`src/rtl/core/rbct_pkg.sv`:
```
// Package for the ring buffer claim tracker: shared widths, command,
// status and register codes, controller states and the memory control struct.
// No dependencies.
package rbct_pkg;

  // Parameter defaults
  localparam int MaxReadersDef = 8;
  localparam int MarkBitsDef   = 32;

  // Fixed field widths
  localparam int CfgIdxW  = 2;
  localparam int CfgDataW = 17;
  localparam int SizeW    = 17;
  localparam int CountW   = 17;
  localparam int IdW      = 4;
  localparam int StatusW  = 3;
  localparam int OffsetW  = 16;
  localparam int AvailW   = 17;

  // Register reset values and limits
  localparam logic [SizeW-1:0]  SizeMax      = 17'd65536;
  localparam logic [SizeW-1:0]  BufSizeRst   = 17'd65536;
  localparam logic [CountW-1:0] MaxWrRst     = 17'd4096;
  localparam logic [CountW-1:0] MaxRdRst     = 17'd4096;
  localparam logic [IdW-1:0]    NumRdrRst    = 4'd0;

  typedef enum logic [1:0] {
    CMD_CLAIM_WR   = 2'd0,
    CMD_RELEASE_WR = 2'd1,
    CMD_CLAIM_RD   = 2'd2,
    CMD_RELEASE_RD = 2'd3
  } cmd_e;

  typedef enum logic [StatusW-1:0] {
    ST_OK       = 3'd0,
    ST_TOO_MANY = 3'd1,
    ST_BUSY     = 3'd2,
    ST_NO_SPACE = 3'd3,
    ST_BAD_ID   = 3'd4,
    ST_NO_DATA  = 3'd5
  } status_e;

  typedef enum logic [CfgIdxW-1:0] {
    CFG_BUF_SIZE = 2'd0,
    CFG_MAX_WR   = 2'd1,
    CFG_MAX_RD   = 2'd2,
    CFG_NUM_RDR  = 2'd3
  } cfg_idx_e;

  typedef enum logic [2:0] {
    S_IDLE,
    S_PREP,
    S_DECIDE,
    S_DIV,
    S_SCAN_RD,
    S_SCAN_CMP,
    S_FIN
  } state_e;

  // Reader memory access control
  typedef struct packed {
    logic rd;
    logic wr;
  } mem_ctl_t;

endpackage

```
`src/rtl/core/rbct_ifs.sv`:
```
// Valid/ready channel interfaces for commands and responses.
// Depends on rbct_pkg for field widths.
interface rbct_cmd_if;
  import rbct_pkg::*;
  logic              valid;
  logic              ready;
  logic [1:0]        cmd;
  logic [CountW-1:0] count;
  logic [IdW-1:0]    reader_id;

  modport source (output valid, cmd, count, reader_id, input ready);
  modport sink   (input valid, cmd, count, reader_id, output ready);
endinterface

interface rbct_rsp_if;
  import rbct_pkg::*;
  logic               valid;
  logic               ready;
  logic [StatusW-1:0] status;
  logic [OffsetW-1:0] offset;
  logic [AvailW-1:0]  avail;

  modport source (output valid, status, offset, avail, input ready);
  modport sink   (input valid, status, offset, avail, output ready);
endinterface

```
`src/rtl/core/rbct_urem.sv`:
```
// Bit-serial unsigned remainder: mark modulo buffer size, one dividend bit
// per cycle. Depends on rbct_pkg.
module rbct_urem #(
  parameter int DivdW = rbct_pkg::MarkBitsDef
) (
  input  logic                       clk_i,
  input  logic                       rst_ni,
  input  logic                       start_i,
  input  logic [DivdW-1:0]           dividend_i,
  input  logic [rbct_pkg::SizeW-1:0] divisor_i,
  output logic                       done_o,
  output logic [rbct_pkg::OffsetW-1:0] rem_o
);
  import rbct_pkg::*;

  localparam int CntW = $clog2(DivdW + 1);

  logic             busy_q;
  logic [CntW-1:0]  cnt_q;
  logic [DivdW-1:0] dvd_q;
  logic [SizeW-1:0] dvs_q;
  logic [SizeW-1:0] rem_q;
  logic [SizeW:0]   trial;
  logic [SizeW:0]   diff;

  // One restoring step: shift in the next dividend bit, subtract if it fits
  assign trial  = {rem_q, dvd_q[DivdW-1]};
  assign diff   = trial - {1'b0, dvs_q};
  assign done_o = busy_q && (cnt_q == '0);
  assign rem_o  = rem_q[OffsetW-1:0];

  always_ff @(posedge clk_i or negedge rst_ni) begin
    if (!rst_ni) begin
      busy_q <= 1'b0;
      cnt_q  <= '0;
    end else if (start_i) begin
      busy_q <= 1'b1;
      cnt_q  <= CntW'(DivdW);
    end else if (done_o) begin
      busy_q <= 1'b0;
    end else if (busy_q) begin
      cnt_q <= cnt_q - 1'b1;
    end
  end

  always_ff @(posedge clk_i) begin
    if (start_i) begin
      dvd_q <= dividend_i;
      dvs_q <= divisor_i;
      rem_q <= '0;
    end else if (busy_q && (cnt_q != '0)) begin
      dvd_q <= {dvd_q[DivdW-2:0], 1'b0};
      rem_q <= (trial >= {1'b0, dvs_q}) ? diff[SizeW-1:0] : trial[SizeW-1:0];
    end
  end

endmodule

```
`src/rtl/core/rbct_rdr_mem.sv`:
```
// Per-reader region memory: {start mark, end mark} per reader, one port,
// registered read. Entries never written read as zero. Depends on rbct_pkg.
module rbct_rdr_mem #(
  parameter int Depth = rbct_pkg::MaxReadersDef,
  parameter int AddrW = 3,
  parameter int DataW = 2 * rbct_pkg::MarkBitsDef
) (
  input  logic                clk_i,
  input  logic                rst_ni,
  input  rbct_pkg::mem_ctl_t  ctl_i,
  input  logic [AddrW-1:0]    addr_i,
  input  logic [DataW-1:0]    wdata_i,
  output logic [DataW-1:0]    rdata_o
);
  import rbct_pkg::*;

  logic [DataW-1:0] mem [Depth];
  logic [Depth-1:0] vld_q;
  logic             rvld_q;
  logic [DataW-1:0] rdata_q;

  // Storage array and read register
  always_ff @(posedge clk_i) begin
    if (ctl_i.wr) begin
      mem[addr_i] <= wdata_i;
    end
    if (ctl_i.rd) begin
      rdata_q <= mem[addr_i];
    end
  end

  // Written flags, cleared at reset
  always_ff @(posedge clk_i or negedge rst_ni) begin
    if (!rst_ni) begin
      vld_q  <= '0;
      rvld_q <= 1'b0;
    end else begin
      if (ctl_i.wr) begin
        vld_q[addr_i] <= 1'b1;
      end
      if (ctl_i.rd) begin
        rvld_q <= vld_q[addr_i];
      end
    end
  end

  assign rdata_o = rvld_q ? rdata_q : '0;

endmodule

```
`src/rtl/core/ring_buffer_claim_tracker.sv`:
```
// Ring buffer claim tracker: one writer, up to MAX_READERS readers.
// Commands arrive on cmd_ch (valid/ready); each command yields exactly one
// response on rsp_ch carrying status, the buffer offset of a claimed region
// and the elements available to read after the command.
// Configuration is written through cfg_we_i / cfg_idx_i / cfg_wdata_i; the
// user must do so only while no command is in flight (the block does not check).
// Path from command transfer to response valid:
//   failed commands and write releases: prepare, decide, response register
//   successful claims: in addition the bit-serial remainder
//   unit that folds the start mark into a buffer offset
//   successful read releases: in addition the scan over
//   the reader memory (one read and one compare per reader)
// One command is processed at a time; a new command is taken as soon as the
// previous one has been moved into the response register, even while that
// response still waits for the receiver. A stalled receiver holds the
// response and, once a second result is ready, holds the controller.
// Reset clears all marks, busy flags and written flags of the reader memory
// and loads the register defaults; no clearing pass is needed.
module ring_buffer_claim_tracker #(
  parameter int MAX_READERS = rbct_pkg::MaxReadersDef,
  parameter int MARK_BITS   = rbct_pkg::MarkBitsDef
) (
  input  logic                          clk_i,
  input  logic                          rst_ni,
  rbct_cmd_if.sink                      cmd_ch,
  rbct_rsp_if.source                    rsp_ch,
  input  logic                          cfg_we_i,
  input  logic [rbct_pkg::CfgIdxW-1:0]  cfg_idx_i,
  input  logic [rbct_pkg::CfgDataW-1:0] cfg_wdata_i
);
  import rbct_pkg::*;

  localparam int MW = MARK_BITS;
  localparam int RW = (MAX_READERS > 1) ? $clog2(MAX_READERS) : 1;

  state_e state_q, state_d;

  // Configuration registers
  logic [SizeW-1:0]  buf_size_q;
  logic [CountW-1:0] max_wr_q;
  logic [CountW-1:0] max_rd_q;
  logic [IdW-1:0]    num_rdr_q;

  // Tracker state
  logic [MW-1:0]          wr_start_q, wr_end_q, rd_mark_q, free_mark_q;
  logic                   wr_busy_q;
  logic [MAX_READERS-1:0] rbusy_q;

  // Command in flight
  cmd_e              cmd_q;
  logic [CountW-1:0] count_q;
  logic [IdW-1:0]    id_q;
  logic [RW-1:0]     rid_q;
  logic [MW-1:0]     used_q, dav_q, min_q;
  logic              idok_q;
  status_e           status_q;
  logic [OffsetW-1:0] offset_q;
  logic [IdW-1:0]    scan_q;

  // Response register
  logic               out_valid_q;
  status_e            out_status_q;
  logic [OffsetW-1:0] out_offset_q;
  logic [AvailW-1:0]  out_avail_q;

  // Control
  logic       cmd_xfer, out_load, div_start, div_done, ok;
  mem_ctl_t   mem_ctl;
  logic [RW-1:0] mem_addr;
  status_e    st_dec;

  logic [SizeW-1:0]   bs_eff;
  logic [IdW-1:0]     n_eff;
  logic [MW-1:0]      lim, avail_now, cnt_ext, mem_v;
  logic [AvailW-1:0]  avail_sat;
  logic [SizeW-1:0]   space;
  logic [2*MW-1:0]    mem_wdata, mem_rdata;
  logic [MW-1:0]      rd_start, rd_end;
  logic [OffsetW-1:0] div_rem;
  logic               scan_end;

  // Effective size and reader count
  always_comb begin
    if (buf_size_q == '0) begin
      bs_eff = SizeW'(1);
    end else if (buf_size_q > SizeMax) begin
      bs_eff = SizeMax;
    end else begin
      bs_eff = buf_size_q;
    end
  end

  assign n_eff = (num_rdr_q > IdW'(MAX_READERS)) ? IdW'(MAX_READERS) : num_rdr_q;

  // Data available and its saturated form
  assign lim       = wr_busy_q ? wr_start_q : wr_end_q;
  assign avail_now = lim - rd_mark_q;
  assign avail_sat = (|avail_now[MW-1:AvailW]) ? '1 : avail_now[AvailW-1:0];
  assign cnt_ext   = MW'(count_q);
  // Room in front of the free mark; zero once a shrunk buffer is overfull
  assign space     = (used_q > MW'(bs_eff)) ? '0 : bs_eff - used_q[SizeW-1:0];

  assign rd_start  = mem_rdata[2*MW-1:MW];
  assign rd_end    = mem_rdata[MW-1:0];
  assign mem_v     = rbusy_q[scan_q[RW-1:0]] ? rd_start : rd_end;
  assign mem_wdata = {rd_mark_q, rd_mark_q + cnt_ext};
  assign scan_end  = (scan_q == n_eff);

  // Status of the command in flight, in check order
  always_comb begin
    st_dec = ST_OK;
    unique case (cmd_q)
      CMD_CLAIM_WR: begin
        if (count_q > max_wr_q) begin
          st_dec = ST_TOO_MANY;
        end else if (wr_busy_q) begin
          st_dec = ST_BUSY;
        end else if (count_q > space) begin
          st_dec = ST_NO_SPACE;
        end
      end
      CMD_RELEASE_WR: begin
        if (!wr_busy_q) begin
          st_dec = ST_BUSY;
        end
      end
      CMD_CLAIM_RD: begin
        if (count_q > max_rd_q) begin
          st_dec = ST_TOO_MANY;
        end else if (!idok_q) begin
          st_dec = ST_BAD_ID;
        end else if (rbusy_q[rid_q]) begin
          st_dec = ST_BUSY;
        end else if (cnt_ext > dav_q) begin
          st_dec = ST_NO_DATA;
        end
      end
      CMD_RELEASE_RD: begin
        if (!idok_q) begin
          st_dec = ST_BAD_ID;
        end else if (!rbusy_q[rid_q]) begin
          st_dec = ST_BUSY;
        end
      end
      default: st_dec = ST_OK;
    endcase
  end

  assign ok = (st_dec == ST_OK);

  // Next state
  always_comb begin
    state_d = state_q;
    unique case (state_q)
      S_IDLE:     if (cmd_ch.valid) state_d = S_PREP;
      S_PREP:     state_d = S_DECIDE;
      S_DECIDE: begin
        if (ok && ((cmd_q == CMD_CLAIM_WR) || (cmd_q == CMD_CLAIM_RD))) begin
          state_d = S_DIV;
        end else if (ok && (cmd_q == CMD_RELEASE_RD)) begin
          state_d = S_SCAN_RD;
        end else begin
          state_d = S_FIN;
        end
      end
      S_DIV:      if (div_done) state_d = S_FIN;
      S_SCAN_RD:  state_d = scan_end ? S_FIN : S_SCAN_CMP;
      S_SCAN_CMP: state_d = S_SCAN_RD;
      S_FIN:      if (out_load) state_d = S_IDLE;
      default:    state_d = S_IDLE;
    endcase
  end

  // State outputs
  always_comb begin
    cmd_ch.ready = 1'b0;
    mem_ctl      = '0;
    mem_addr     = rid_q;
    div_start    = 1'b0;
    out_load     = 1'b0;
    unique case (state_q)
      S_IDLE: cmd_ch.ready = 1'b1;
      S_PREP: mem_ctl.rd = 1'b1;
      S_DECIDE: begin
        mem_ctl.wr = ok && (cmd_q == CMD_CLAIM_RD);
        div_start  = ok && ((cmd_q == CMD_CLAIM_WR) || (cmd_q == CMD_CLAIM_RD));
      end
      S_SCAN_RD: begin
        mem_ctl.rd = !scan_end;
        mem_addr   = scan_q[RW-1:0];
      end
      S_FIN: out_load = !out_valid_q || rsp_ch.ready;
      default: ;
    endcase
  end

  assign cmd_xfer = cmd_ch.valid && cmd_ch.ready;

  // Configuration writes
  always_ff @(posedge clk_i or negedge rst_ni) begin
    if (!rst_ni) begin
      buf_size_q <= BufSizeRst;
      max_wr_q   <= MaxWrRst;
      max_rd_q   <= MaxRdRst;
      num_rdr_q  <= NumRdrRst;
    end else if (cfg_we_i) begin
      unique case (cfg_idx_e'(cfg_idx_i))
        CFG_BUF_SIZE: buf_size_q <= cfg_wdata_i[SizeW-1:0];
        CFG_MAX_WR:   max_wr_q   <= cfg_wdata_i[CountW-1:0];
        CFG_MAX_RD:   max_rd_q   <= cfg_wdata_i[CountW-1:0];
        CFG_NUM_RDR:  num_rdr_q  <= cfg_wdata_i[IdW-1:0];
        default: ;
      endcase
    end
  end

  // Controller and tracker state
  always_ff @(posedge clk_i or negedge rst_ni) begin
    if (!rst_ni) begin
      state_q     <= S_IDLE;
      wr_start_q  <= '0;
      wr_end_q    <= '0;
      wr_busy_q   <= 1'b0;
      rd_mark_q   <= '0;
      free_mark_q <= '0;
      rbusy_q     <= '0;
      scan_q      <= '0;
      out_valid_q <= 1'b0;
    end else begin
      state_q <= state_d;
      if (state_q == S_DECIDE && ok) begin
        unique case (cmd_q)
          CMD_CLAIM_WR: begin
            wr_busy_q  <= 1'b1;
            wr_start_q <= wr_end_q;
            wr_end_q   <= wr_end_q + cnt_ext;
          end
          CMD_RELEASE_WR: wr_busy_q <= 1'b0;
          CMD_CLAIM_RD: begin
            rbusy_q[rid_q] <= 1'b1;
            rd_mark_q      <= rd_mark_q + cnt_ext;
          end
          CMD_RELEASE_RD: begin
            rbusy_q[rid_q] <= 1'b0;
            scan_q         <= '0;
          end
          default: ;
        endcase
      end
      if (state_q == S_SCAN_RD && scan_end) begin
        free_mark_q <= min_q;
      end
      if (state_q == S_SCAN_CMP) begin
        scan_q <= scan_q + 1'b1;
      end
      if (out_load) begin
        out_valid_q <= 1'b1;
      end else if (rsp_ch.ready) begin
        out_valid_q <= 1'b0;
      end
    end
  end

  // Command payload and working values
  always_ff @(posedge clk_i) begin
    if (cmd_xfer) begin
      cmd_q   <= cmd_e'(cmd_ch.cmd);
      count_q <= cmd_ch.count;
      id_q    <= cmd_ch.reader_id;
      rid_q   <= RW'(cmd_ch.reader_id - 1'b1);
    end
    if (state_q == S_PREP) begin
      used_q <= wr_end_q - free_mark_q;
      dav_q  <= avail_now;
      idok_q <= (id_q != '0) && (id_q <= n_eff);
    end
    if (state_q == S_DECIDE) begin
      status_q <= st_dec;
      offset_q <= '0;
      min_q    <= rd_end;
    end
    if (state_q == S_DIV && div_done) begin
      offset_q <= div_rem;
    end
    // Running minimum over the readers: start if busy, end if idle
    if (state_q == S_SCAN_CMP && (mem_v < min_q)) begin
      min_q <= mem_v;
    end
    if (out_load) begin
      out_status_q <= status_q;
      out_offset_q <= offset_q;
      out_avail_q  <= avail_sat;
    end
  end

  assign rsp_ch.valid  = out_valid_q;
  assign rsp_ch.status = out_status_q;
  assign rsp_ch.offset = out_offset_q;
  assign rsp_ch.avail  = out_avail_q;

  rbct_rdr_mem #(
    .Depth (MAX_READERS),
    .AddrW (RW),
    .DataW (2 * MW)
  ) u_rdr_mem (
    .clk_i   (clk_i),
    .rst_ni  (rst_ni),
    .ctl_i   (mem_ctl),
    .addr_i  (mem_addr),
    .wdata_i (mem_wdata),
    .rdata_o (mem_rdata)
  );

  // Claimed start mark folded into a buffer offset
  rbct_urem #(
    .DivdW (MW)
  ) u_urem (
    .clk_i      (clk_i),
    .rst_ni     (rst_ni),
    .start_i    (div_start),
    .dividend_i ((cmd_q == CMD_CLAIM_WR) ? wr_end_q : rd_mark_q),
    .divisor_i  (bs_eff),
    .done_o     (div_done),
    .rem_o      (div_rem)
  );

endmodule
```
`src/flat_wrapper.sv`:
```
// flat-port wrapper written by rule: the top's interface ports become plain ports
module ring_buffer_claim_tracker_flat import rbct_pkg::*;
#(
  parameter int MAX_READERS = rbct_pkg::MaxReadersDef,
  parameter int MARK_BITS   = rbct_pkg::MarkBitsDef
)
  (clk_i, rst_ni, cfg_we_i, cfg_idx_i, cfg_wdata_i, cmd_ch_valid, cmd_ch_cmd, cmd_ch_count, cmd_ch_reader_id, cmd_ch_ready, rsp_ch_valid, rsp_ch_status, rsp_ch_offset, rsp_ch_avail, rsp_ch_ready);
  rbct_cmd_if cmd_ch_i ();
  rbct_rsp_if rsp_ch_i ();
  input  logic clk_i;
  input  logic rst_ni;
  input  logic cfg_we_i;
  input  logic [rbct_pkg::CfgIdxW-1:0] cfg_idx_i;
  input  logic [rbct_pkg::CfgDataW-1:0] cfg_wdata_i;
  input wire logic [$bits(cmd_ch_i.valid)-1:0] cmd_ch_valid;
  input wire logic [$bits(cmd_ch_i.cmd)-1:0] cmd_ch_cmd;
  input wire logic [$bits(cmd_ch_i.count)-1:0] cmd_ch_count;
  input wire logic [$bits(cmd_ch_i.reader_id)-1:0] cmd_ch_reader_id;
  output wire logic [$bits(cmd_ch_i.ready)-1:0] cmd_ch_ready;
  output wire logic [$bits(rsp_ch_i.valid)-1:0] rsp_ch_valid;
  output wire logic [$bits(rsp_ch_i.status)-1:0] rsp_ch_status;
  output wire logic [$bits(rsp_ch_i.offset)-1:0] rsp_ch_offset;
  output wire logic [$bits(rsp_ch_i.avail)-1:0] rsp_ch_avail;
  input wire logic [$bits(rsp_ch_i.ready)-1:0] rsp_ch_ready;
  assign cmd_ch_i.valid = cmd_ch_valid;
  assign cmd_ch_i.cmd = cmd_ch_cmd;
  assign cmd_ch_i.count = cmd_ch_count;
  assign cmd_ch_i.reader_id = cmd_ch_reader_id;
  assign cmd_ch_ready = cmd_ch_i.ready;
  assign rsp_ch_valid = rsp_ch_i.valid;
  assign rsp_ch_status = rsp_ch_i.status;
  assign rsp_ch_offset = rsp_ch_i.offset;
  assign rsp_ch_avail = rsp_ch_i.avail;
  assign rsp_ch_i.ready = rsp_ch_ready;
  ring_buffer_claim_tracker #(.MAX_READERS(MAX_READERS), .MARK_BITS(MARK_BITS)) u_core (.clk_i(clk_i), .rst_ni(rst_ni), .cmd_ch(cmd_ch_i), .rsp_ch(rsp_ch_i), .cfg_we_i(cfg_we_i), .cfg_idx_i(cfg_idx_i), .cfg_wdata_i(cfg_wdata_i));
endmodule
```
`config.mk`:
```
export PLATFORM = sky130hd
export DESIGN_NAME = ring_buffer_claim_tracker_flat
export DESIGN_NICKNAME = d
export VERILOG_FILES = /design/src/rtl/core/rbct_pkg.sv /design/src/rtl/core/rbct_ifs.sv /design/src/rtl/core/rbct_urem.sv /design/src/rtl/core/rbct_rdr_mem.sv /design/src/rtl/core/ring_buffer_claim_tracker.sv /design/src/flat_wrapper.sv
export SDC_FILE = /design/constraint.sdc
export NUM_CORES = 2
export LEC_CHECK = 0
export ABC_AREA = 1
export BUFFER_PORTS_ARGS = -buffer_cell sky130_fd_sc_hd__buf_2
export CAP_MARGIN = 20
export CORE_MARGIN = 2
export CORE_UTILIZATION = 30
export DETAILED_ROUTE_END_ITERATION = 16
export PLACE_DENSITY = 0.51
export SYNTH_ARGS = -nofsm -noshare
export SYNTH_HDL_FRONTEND = slang
export SYNTH_SLANG_ARGS = --single-unit
export TNS_END_PERCENT = 5
```
`constraint.sdc`:
```
create_clock -name clk_i -period 7.4 [get_ports clk_i]
set_clock_uncertainty 0.2 [all_clocks]
set_input_delay 1.48 -clock clk_i [delete_from_list [all_inputs] [get_ports clk_i]]
set_output_delay 1.48 -clock clk_i [all_outputs]
set_load 0.05 [all_outputs]
```
After elaboration in Yosys (flattened, before gate mapping) --
Memories as Yosys holds them, arrays and structs flattened. A register that Yosys moved wholly into a read port is not among the register bits. Index checks and enable logic that the tools add are counted.
Word-level totals: flip-flop bits (word level) 460, RAM bits 512, bits of input ports 47, output and inout bits 38, word-level logic and storage cells 189, memories 1
Memory list:
- u_core.u_rdr_mem.mem | words 8, bits a word 64, rd ports 1, clocked after memory_dff 1, wr ports 1, RTL line rbct_rdr_mem.sv:17 | logic [DataW-1:0] mem [Depth];
Cells by class: add/sub/neg operators 9, magnitude comparators 15, equality and inequality tests 17, mux-type cells 63, bitwise logic cells 4, reduce and logical (&&, ||, !) cells 47
Operators by type and width (count):
- 2-to-1 mux 32 bit | 7
- 2-to-1 mux 17 bit | 4
- adder 32 x 17 -> 32 bit | 2
- 2-to-1 mux 64 bit | 1
- subtractor 32 bit | 2
- greater-than comparator 17 bit | 3
- 2-to-1 mux 3 bit | 12
- subtractor 17 bit | 2
- greater-than comparator 17 x 32 -> 1 bit | 1
- greater-than comparator 32 x 17 -> 1 bit | 1
- less-than comparator 32 bit | 1
- 2-to-1 mux 16 bit | 2
- case mux 3 bit (7 select lines) | 1
- AND reduction 2 bit | 10
- nonzero test 2 bit | 10
- >= comparator 18 x 17 -> 1 bit | 1
- 2-to-1 mux 6 bit | 3
- greater-than comparator 17 bit (second input constant) | 1
- zero test 17 bit | 1
- 2-to-1 mux 4 bit | 4
- bitwise OR 8 bit | 2
- case mux 8 bit (2 select lines) | 1
- 2-to-1 mux 1 bit | 15
- OR reduction 15 bit | 1
- 31 further kinds | 67

Longest topological paths before layout --
depth after elaboration 15, gate-level depth with buffers 39, mapped depth without buffers 36

Hierarchy --
From an unflattened synthesis, not the netlist that was laid out.
Second synthesis, totals: cells, all modules 5619, area, all modules 52836.9 um^2
Modules (own cells, without submodules):
- ring_buffer_claim_tracker | times used 1, cells an instance 3243, area an instance 25540.7 um^2
- rbct_rdr_mem | times used 1, cells an instance 1820, area an instance 22879.4 um^2
- rbct_urem | times used 1, cells an instance 556, area an instance 4416.7 um^2

Worst setup path before layout --
No wires, ideal clock.
path kind flip-flop to flip-flop, start register u_core.buf_size_q[9], end memory u_core.u_rdr_mem.mem[1][0] in the netlist's numbering, enable pin, data arrival time 7.085 ns, required time 6.713 ns, path slack -0.372 ns, cell stages (with the launch flop) 31, buffers on the path 2, period minus slack after synthesis 7.772 ns, path through dfrtp_1 nor4_1 nand4_1 nand2_1 inv_1 nor2_1 inv_1 ha_1 inv_1 nor3_1 nor3b_1 nand4_1 nand2_1 clkbuf_1 nand3_1 ha_1 a21o_1 nor2_1 nand2_1 nand2_1 nand3_1 nand2_1 nand2_1 nand2_1 nand3_1 nor2_1 nand2_1 nor2_2 buf_4 nand3_2 nor2_1
Between the ends: cells in the longest elaborated chain, start to end 15, elaborated cells on any way between the ends 17, those cells by class add/sub (1); order compare (3); mux (10); reduce/logical (3)
Ends and longest elaborated chain:
- start: declaration | RTL line ring_buffer_claim_tracker.sv:39 | logic [SizeW-1:0] buf_size_q;
- start signal: assignment | RTL line ring_buffer_claim_tracker.sv:202 | buf_size_q <= BufSizeRst;
- start signal: assignment | RTL line ring_buffer_claim_tracker.sv:208 | CFG_BUF_SIZE: buf_size_q <= cfg_wdata_i[SizeW-1:0];
- greater-than comparator 17 bit | RTL line ring_buffer_claim_tracker.sv:86 | end else if (buf_size_q > SizeMax) begin
- 2-to-1 mux 17 bit | RTL line ring_buffer_claim_tracker.sv:86
- 2-to-1 mux 17 bit (*) | RTL line ring_buffer_claim_tracker.sv:84 | if (buf_size_q == '0) begin
- named net u_core.bs_eff[13] | RTL line ring_buffer_claim_tracker.sv:72 | logic [SizeW-1:0] bs_eff;
- greater-than comparator 32 x 17 -> 1 bit / subtractor 17 bit (equally long branches) | RTL line ring_buffer_claim_tracker.sv:101 | assign space = (used_q > MW'(bs_eff)) ? '0 : bs_eff - used_q[SizeW-1:0];
- 2-to-1 mux 17 bit (*) | RTL line ring_buffer_claim_tracker.sv:101
- greater-than comparator 17 bit (*) | RTL line ring_buffer_claim_tracker.sv:118 | end else if (count_q > space) begin
- 2-to-1 mux 2 bit (*) | RTL line ring_buffer_claim_tracker.sv:118
- 2-to-1 mux 3 bit (*) | RTL line ring_buffer_claim_tracker.sv:116 | end else if (wr_busy_q) begin
- 2-to-1 mux 3 bit (*) | RTL line ring_buffer_claim_tracker.sv:114 | if (count_q > max_wr_q) begin
- case mux 3 bit (4 select lines) (*) | RTL line ring_buffer_claim_tracker.sv:112 | unique case (cmd_q)
- named net u_core.st_dec[1] | RTL line ring_buffer_claim_tracker.sv:70 | status_e st_dec;
- zero test 3 bit (*) | RTL line ring_buffer_claim_tracker.sv:149 | assign ok = (st_dec == ST_OK);
- logical AND 1 bit (*) | RTL line ring_buffer_claim_tracker.sv:185 | mem_ctl.wr = ok && (cmd_q == CMD_CLAIM_RD);
- 2-to-1 mux 1 bit (*) | RTL line ring_buffer_claim_tracker.sv:181 | unique case (state_q)
- 2-to-1 mux 1 bit (*) | RTL line rbct_rdr_mem.sv:24 | if (ctl_i.wr) begin
- 2-to-1 mux 1 bit (implied by the code) (*) | RTL line rbct_rdr_mem.sv:25 | mem[addr_i] <= wdata_i;
- end: declaration | RTL line rbct_rdr_mem.sv:17
Mark *: on every way through the listed nets, which the timed path passes. The rest lies on a longest branch.

Worst setup path in the final report --
start register u_core.buf_size_q[9], end memory u_core.u_rdr_mem.mem[7][1] in the netlist's numbering, enable pin
Same word-level chain as after synthesis.

==> reports/results.ini <==
[run]
cap_viol_max_count=0

[power_and_ir_drop]
max-vdd-ir-drop_v=0.0002064
internal_power_w=0.01394
p_comb_share_pct=36.5
sequentialPowerShare_pct=37.9
clkPwrFrac_pct=25.5
powerDensity_nw_per_um2=402.4
swShare_pct=39.69
power.switching_w=0.009174
p_leak_nw=23.68

[global_routing]
grt_pass1_vias=34750
antenna_found_initial=4
grt_pass1_wl_mm=228.9
grt_use_total_pct=17.83
grt_start_max_net_pins=145
overflow=0

[synth]
syn_area_um2=50140
synthArstFlopShare_pct=20.85
yosysMostFrequentCell=nand2_1
synth_edf_count=803
seq_area_frac_synth_pct=59.56
synth_fp_nets=5169
ys_ff_latch=1036
synthFlopType=edfxtp_1
synth_area_leaders=edfxtp_1, dfrtp_1, nand2_1
synth_common_cells=nand2_1, edfxtp_1, inv_1, o21ai_0, ha_1
yosysWarningCount=0
synth_cell_types=56
syn_area_per_cell_um2=10.31
synth.top_cell.area_share_pct=48.09
synthCells=4864
yosysTopAreaCell=edfxtp_1

[die]
io_pins=85
die_area_um2=170400
dieHeight_um=412.8
core_area_um2=166700
rows=150
initial_core_util_pct=30.08
die-width_um=412.8

[critical_path]
crit_type=register to register
max_stage_delay_ps=400
worstPathRequired_ps=7560
cp-start-kind=register
critPathMaxFanout=19
crit_path_end_kind=register
cpMostUsedCell=nand2_1
arrival_ps=6710
cpMaxStageDelayCell=dfrtp_1
rr_worst_depth=36

[clocking]
cts_buffers=115
root_buffer=clkbuf_16
cts_buffer_depth=3
post_cts_resized=0
insertion_delay_ps=790
clk_pin_slew_ps=60
cts_tree=built
htree_levels=3
hold_buffers=0
clock_sinks=1036
cts_setup_buffers=0

[route]
vias_per_cell=4.862
drtIter0Drc=3284
antenna_left=0
drt_wl_total_mm=152.8
wl_per_cell_um=20.94
drc=0
dr.pass1.iters=5
via_count=35480

[sta]
slew_violations=0
rsz0062_at_grt=false
tns_ps=0
final-hold-violation-count=0
worstMarginPinSlew_ps=1116
fmax_ghz=0.1526
fin_crit_ps=6551
setup_viol=0
slew-limit-headroom_pct=25.05
fin_crit_sh_pct=88.53
whs_ps=218.7

[layout]
utilization_pct=34.46
area_delta_synth_final_pct=14.55
nets=5296
layout-drive-gt1-share_pct=8.191
filler_cell_count=16620

[outcome]
status=complete, no violations

[place]
place_hpwl_mm=105.0
io_buffers=84
gp_congestion=0.9026

[hold_path]
min_path_cells=0
hold_class=register to register

[flip-flops by register name (all words and copies together) (netlist names), 6 cells and up, named ones only]
register / cells
u_core.rsp_ch.avail: 17
u_core.u_urem.dvs_q: 17
u_core.count_q: 17
u_core.free_mark_q: 32
u_core.rsp_ch.offset: 16
u_core.used_q: 32
u_core.rd_mark_q: 32
u_core.u_urem.dvd_q: 32
u_core.u_rdr_mem.mem: 512
u_core.dav_q: 32
u_core.wr_end_q: 32
u_core.u_rdr_mem.rdata_q: 64
u_core.offset_q: 16
u_core.min_q: 32
u_core.buf_size_q: 17
u_core.max_rd_q: 17
u_core.u_rdr_mem.vld_q: 8
u_core.max_wr_q: 17
u_core.wr_start_q: 32
u_core.u_urem.cnt_q: 6
u_core.u_urem.rem_q: 17
[kinds of logic after synthesis]
| kind of cell | synth area share (%) |
|---|---|
| AOI/OAI and AO/OA | 9.997 |
| xor gates and xnor gates | 2.411 |
| adders and majority gates | 6.528 |
| buffers and inverters | 5.867 |
| DFF | 59.56 |
| and+or+nand+nor | 15.64 |
[power groups by stage]
stage,registers (W),clock network [W],logic (W)
after floorplan,0.00843,0,0.00541
after global placement,0.00889,0,0.00840
after detailed placement,0.00888,0,0.00844
after CTS,0.00877,0.00602,0.00848
after global routing,0.00886,0.00626,0.00950
final,0.00877,0.00590,0.00844
[per-layer routing]
metal | up-vias | share of wire (%) | GRT usage, %
li1 | 17080 | - | -
met1 | 17270 | 46 | 24.36
met2 | 938 | 47 | 29.95
met3 | 189 | 4.6 | 2.310
met4 | 0 | 2.3 | 4.251
met5 | - | 0 | 0
[area by class of cell]
| class | instances | area (um2) | share of cell area (%) |
|---|---|---|---|
| Clock inverter | 72 | 839.6 | 1.462 |
| Tap cell | 2204 | 2758 | 4.801 |
| Timing Repair Buffer | 164 | 1282 | 2.233 |
| Clock buffer | 145 | 3072 | 5.348 |
| Multi-Input combinational cell | 3093 | 17430 | 30.35 |
| Inverter | 581 | 2182 | 3.799 |
| Antenna cell | 2 | 5.005 | 0.008714 |
| Sequential cell | 1036 | 29860 | 52.00 |
[critical path: cells and delay by family (launching register included)]
family                   cells  cell delay [ps]
AO/OA/AOI/OAI                2              140
AND/OR/NAND/NOR             25             3630
buffers and inverters        7             1180
adder cells (fa/ha/maj)      2              570
flip-flops                   1              400
[worst paths after layout]
kind	from	endpoint	slack [ps]
min in group asynchronous	rst_ni	u_core.num_rdr_q[0]	490
min	u_core.offset_q[13]	u_core.rsp_ch.offset[13]	220
max in group asynchronous	rst_ni	u_core.wr_start_q[29]	5150
min reg2reg	u_core.offset_q[13]	u_core.rsp_ch.offset[13]	220
max	u_core.buf_size_q[9]	u_core.u_rdr_mem.mem[7][1]	850
max reg2reg	u_core.buf_size_q[9]	u_core.u_rdr_mem.mem[7][1]	850
[per-stage QoR]
| stage | area, um2 | total power (W) | cells | worst slack [ps] |
|---|---|---|---|---|
| after global placement | 53410 | 0.01728 | 7073 | 654.0 |
| after floorplan | 50140 | 0.01384 | 4864 | -371.9 |
| after CTS | 57320 | 0.02327 | 7290 | 532.8 |
| after detailed placement | 53410 | 0.01732 | 7073 | 619.7 |
| final | 57440 | 0.02311 | 7297 | 848.9 |
| after global routing | 57430 | 0.02462 | 7295 | 83.67 |
[layout by cell type, fill, tap and decap left out, types with 102 or more instances in the layout]
| cell | Yosys | routed |
|---|---|---|
| nand2_1 | 1230 | 1228 |
| edfxtp_1 | 803 | 803 |
| inv_1 | 568 | 565 |
| o21ai_0 | 306 | 305 |
| ha_1 | 252 | 252 |
| a21oi_1 | 217 | 217 |
| dfrtp_1 | 213 | 212 |
| nor2_1 | 205 | 196 |
| nand3_1 | 190 | 190 |
| a22oi_1 | 144 | 144 |
| clkbuf_16 | 0 | 116 |
| nand4_1 | 110 | 110 |
| xor2_1 | 102 | 102 |
(Power assumes the default switching activity.)
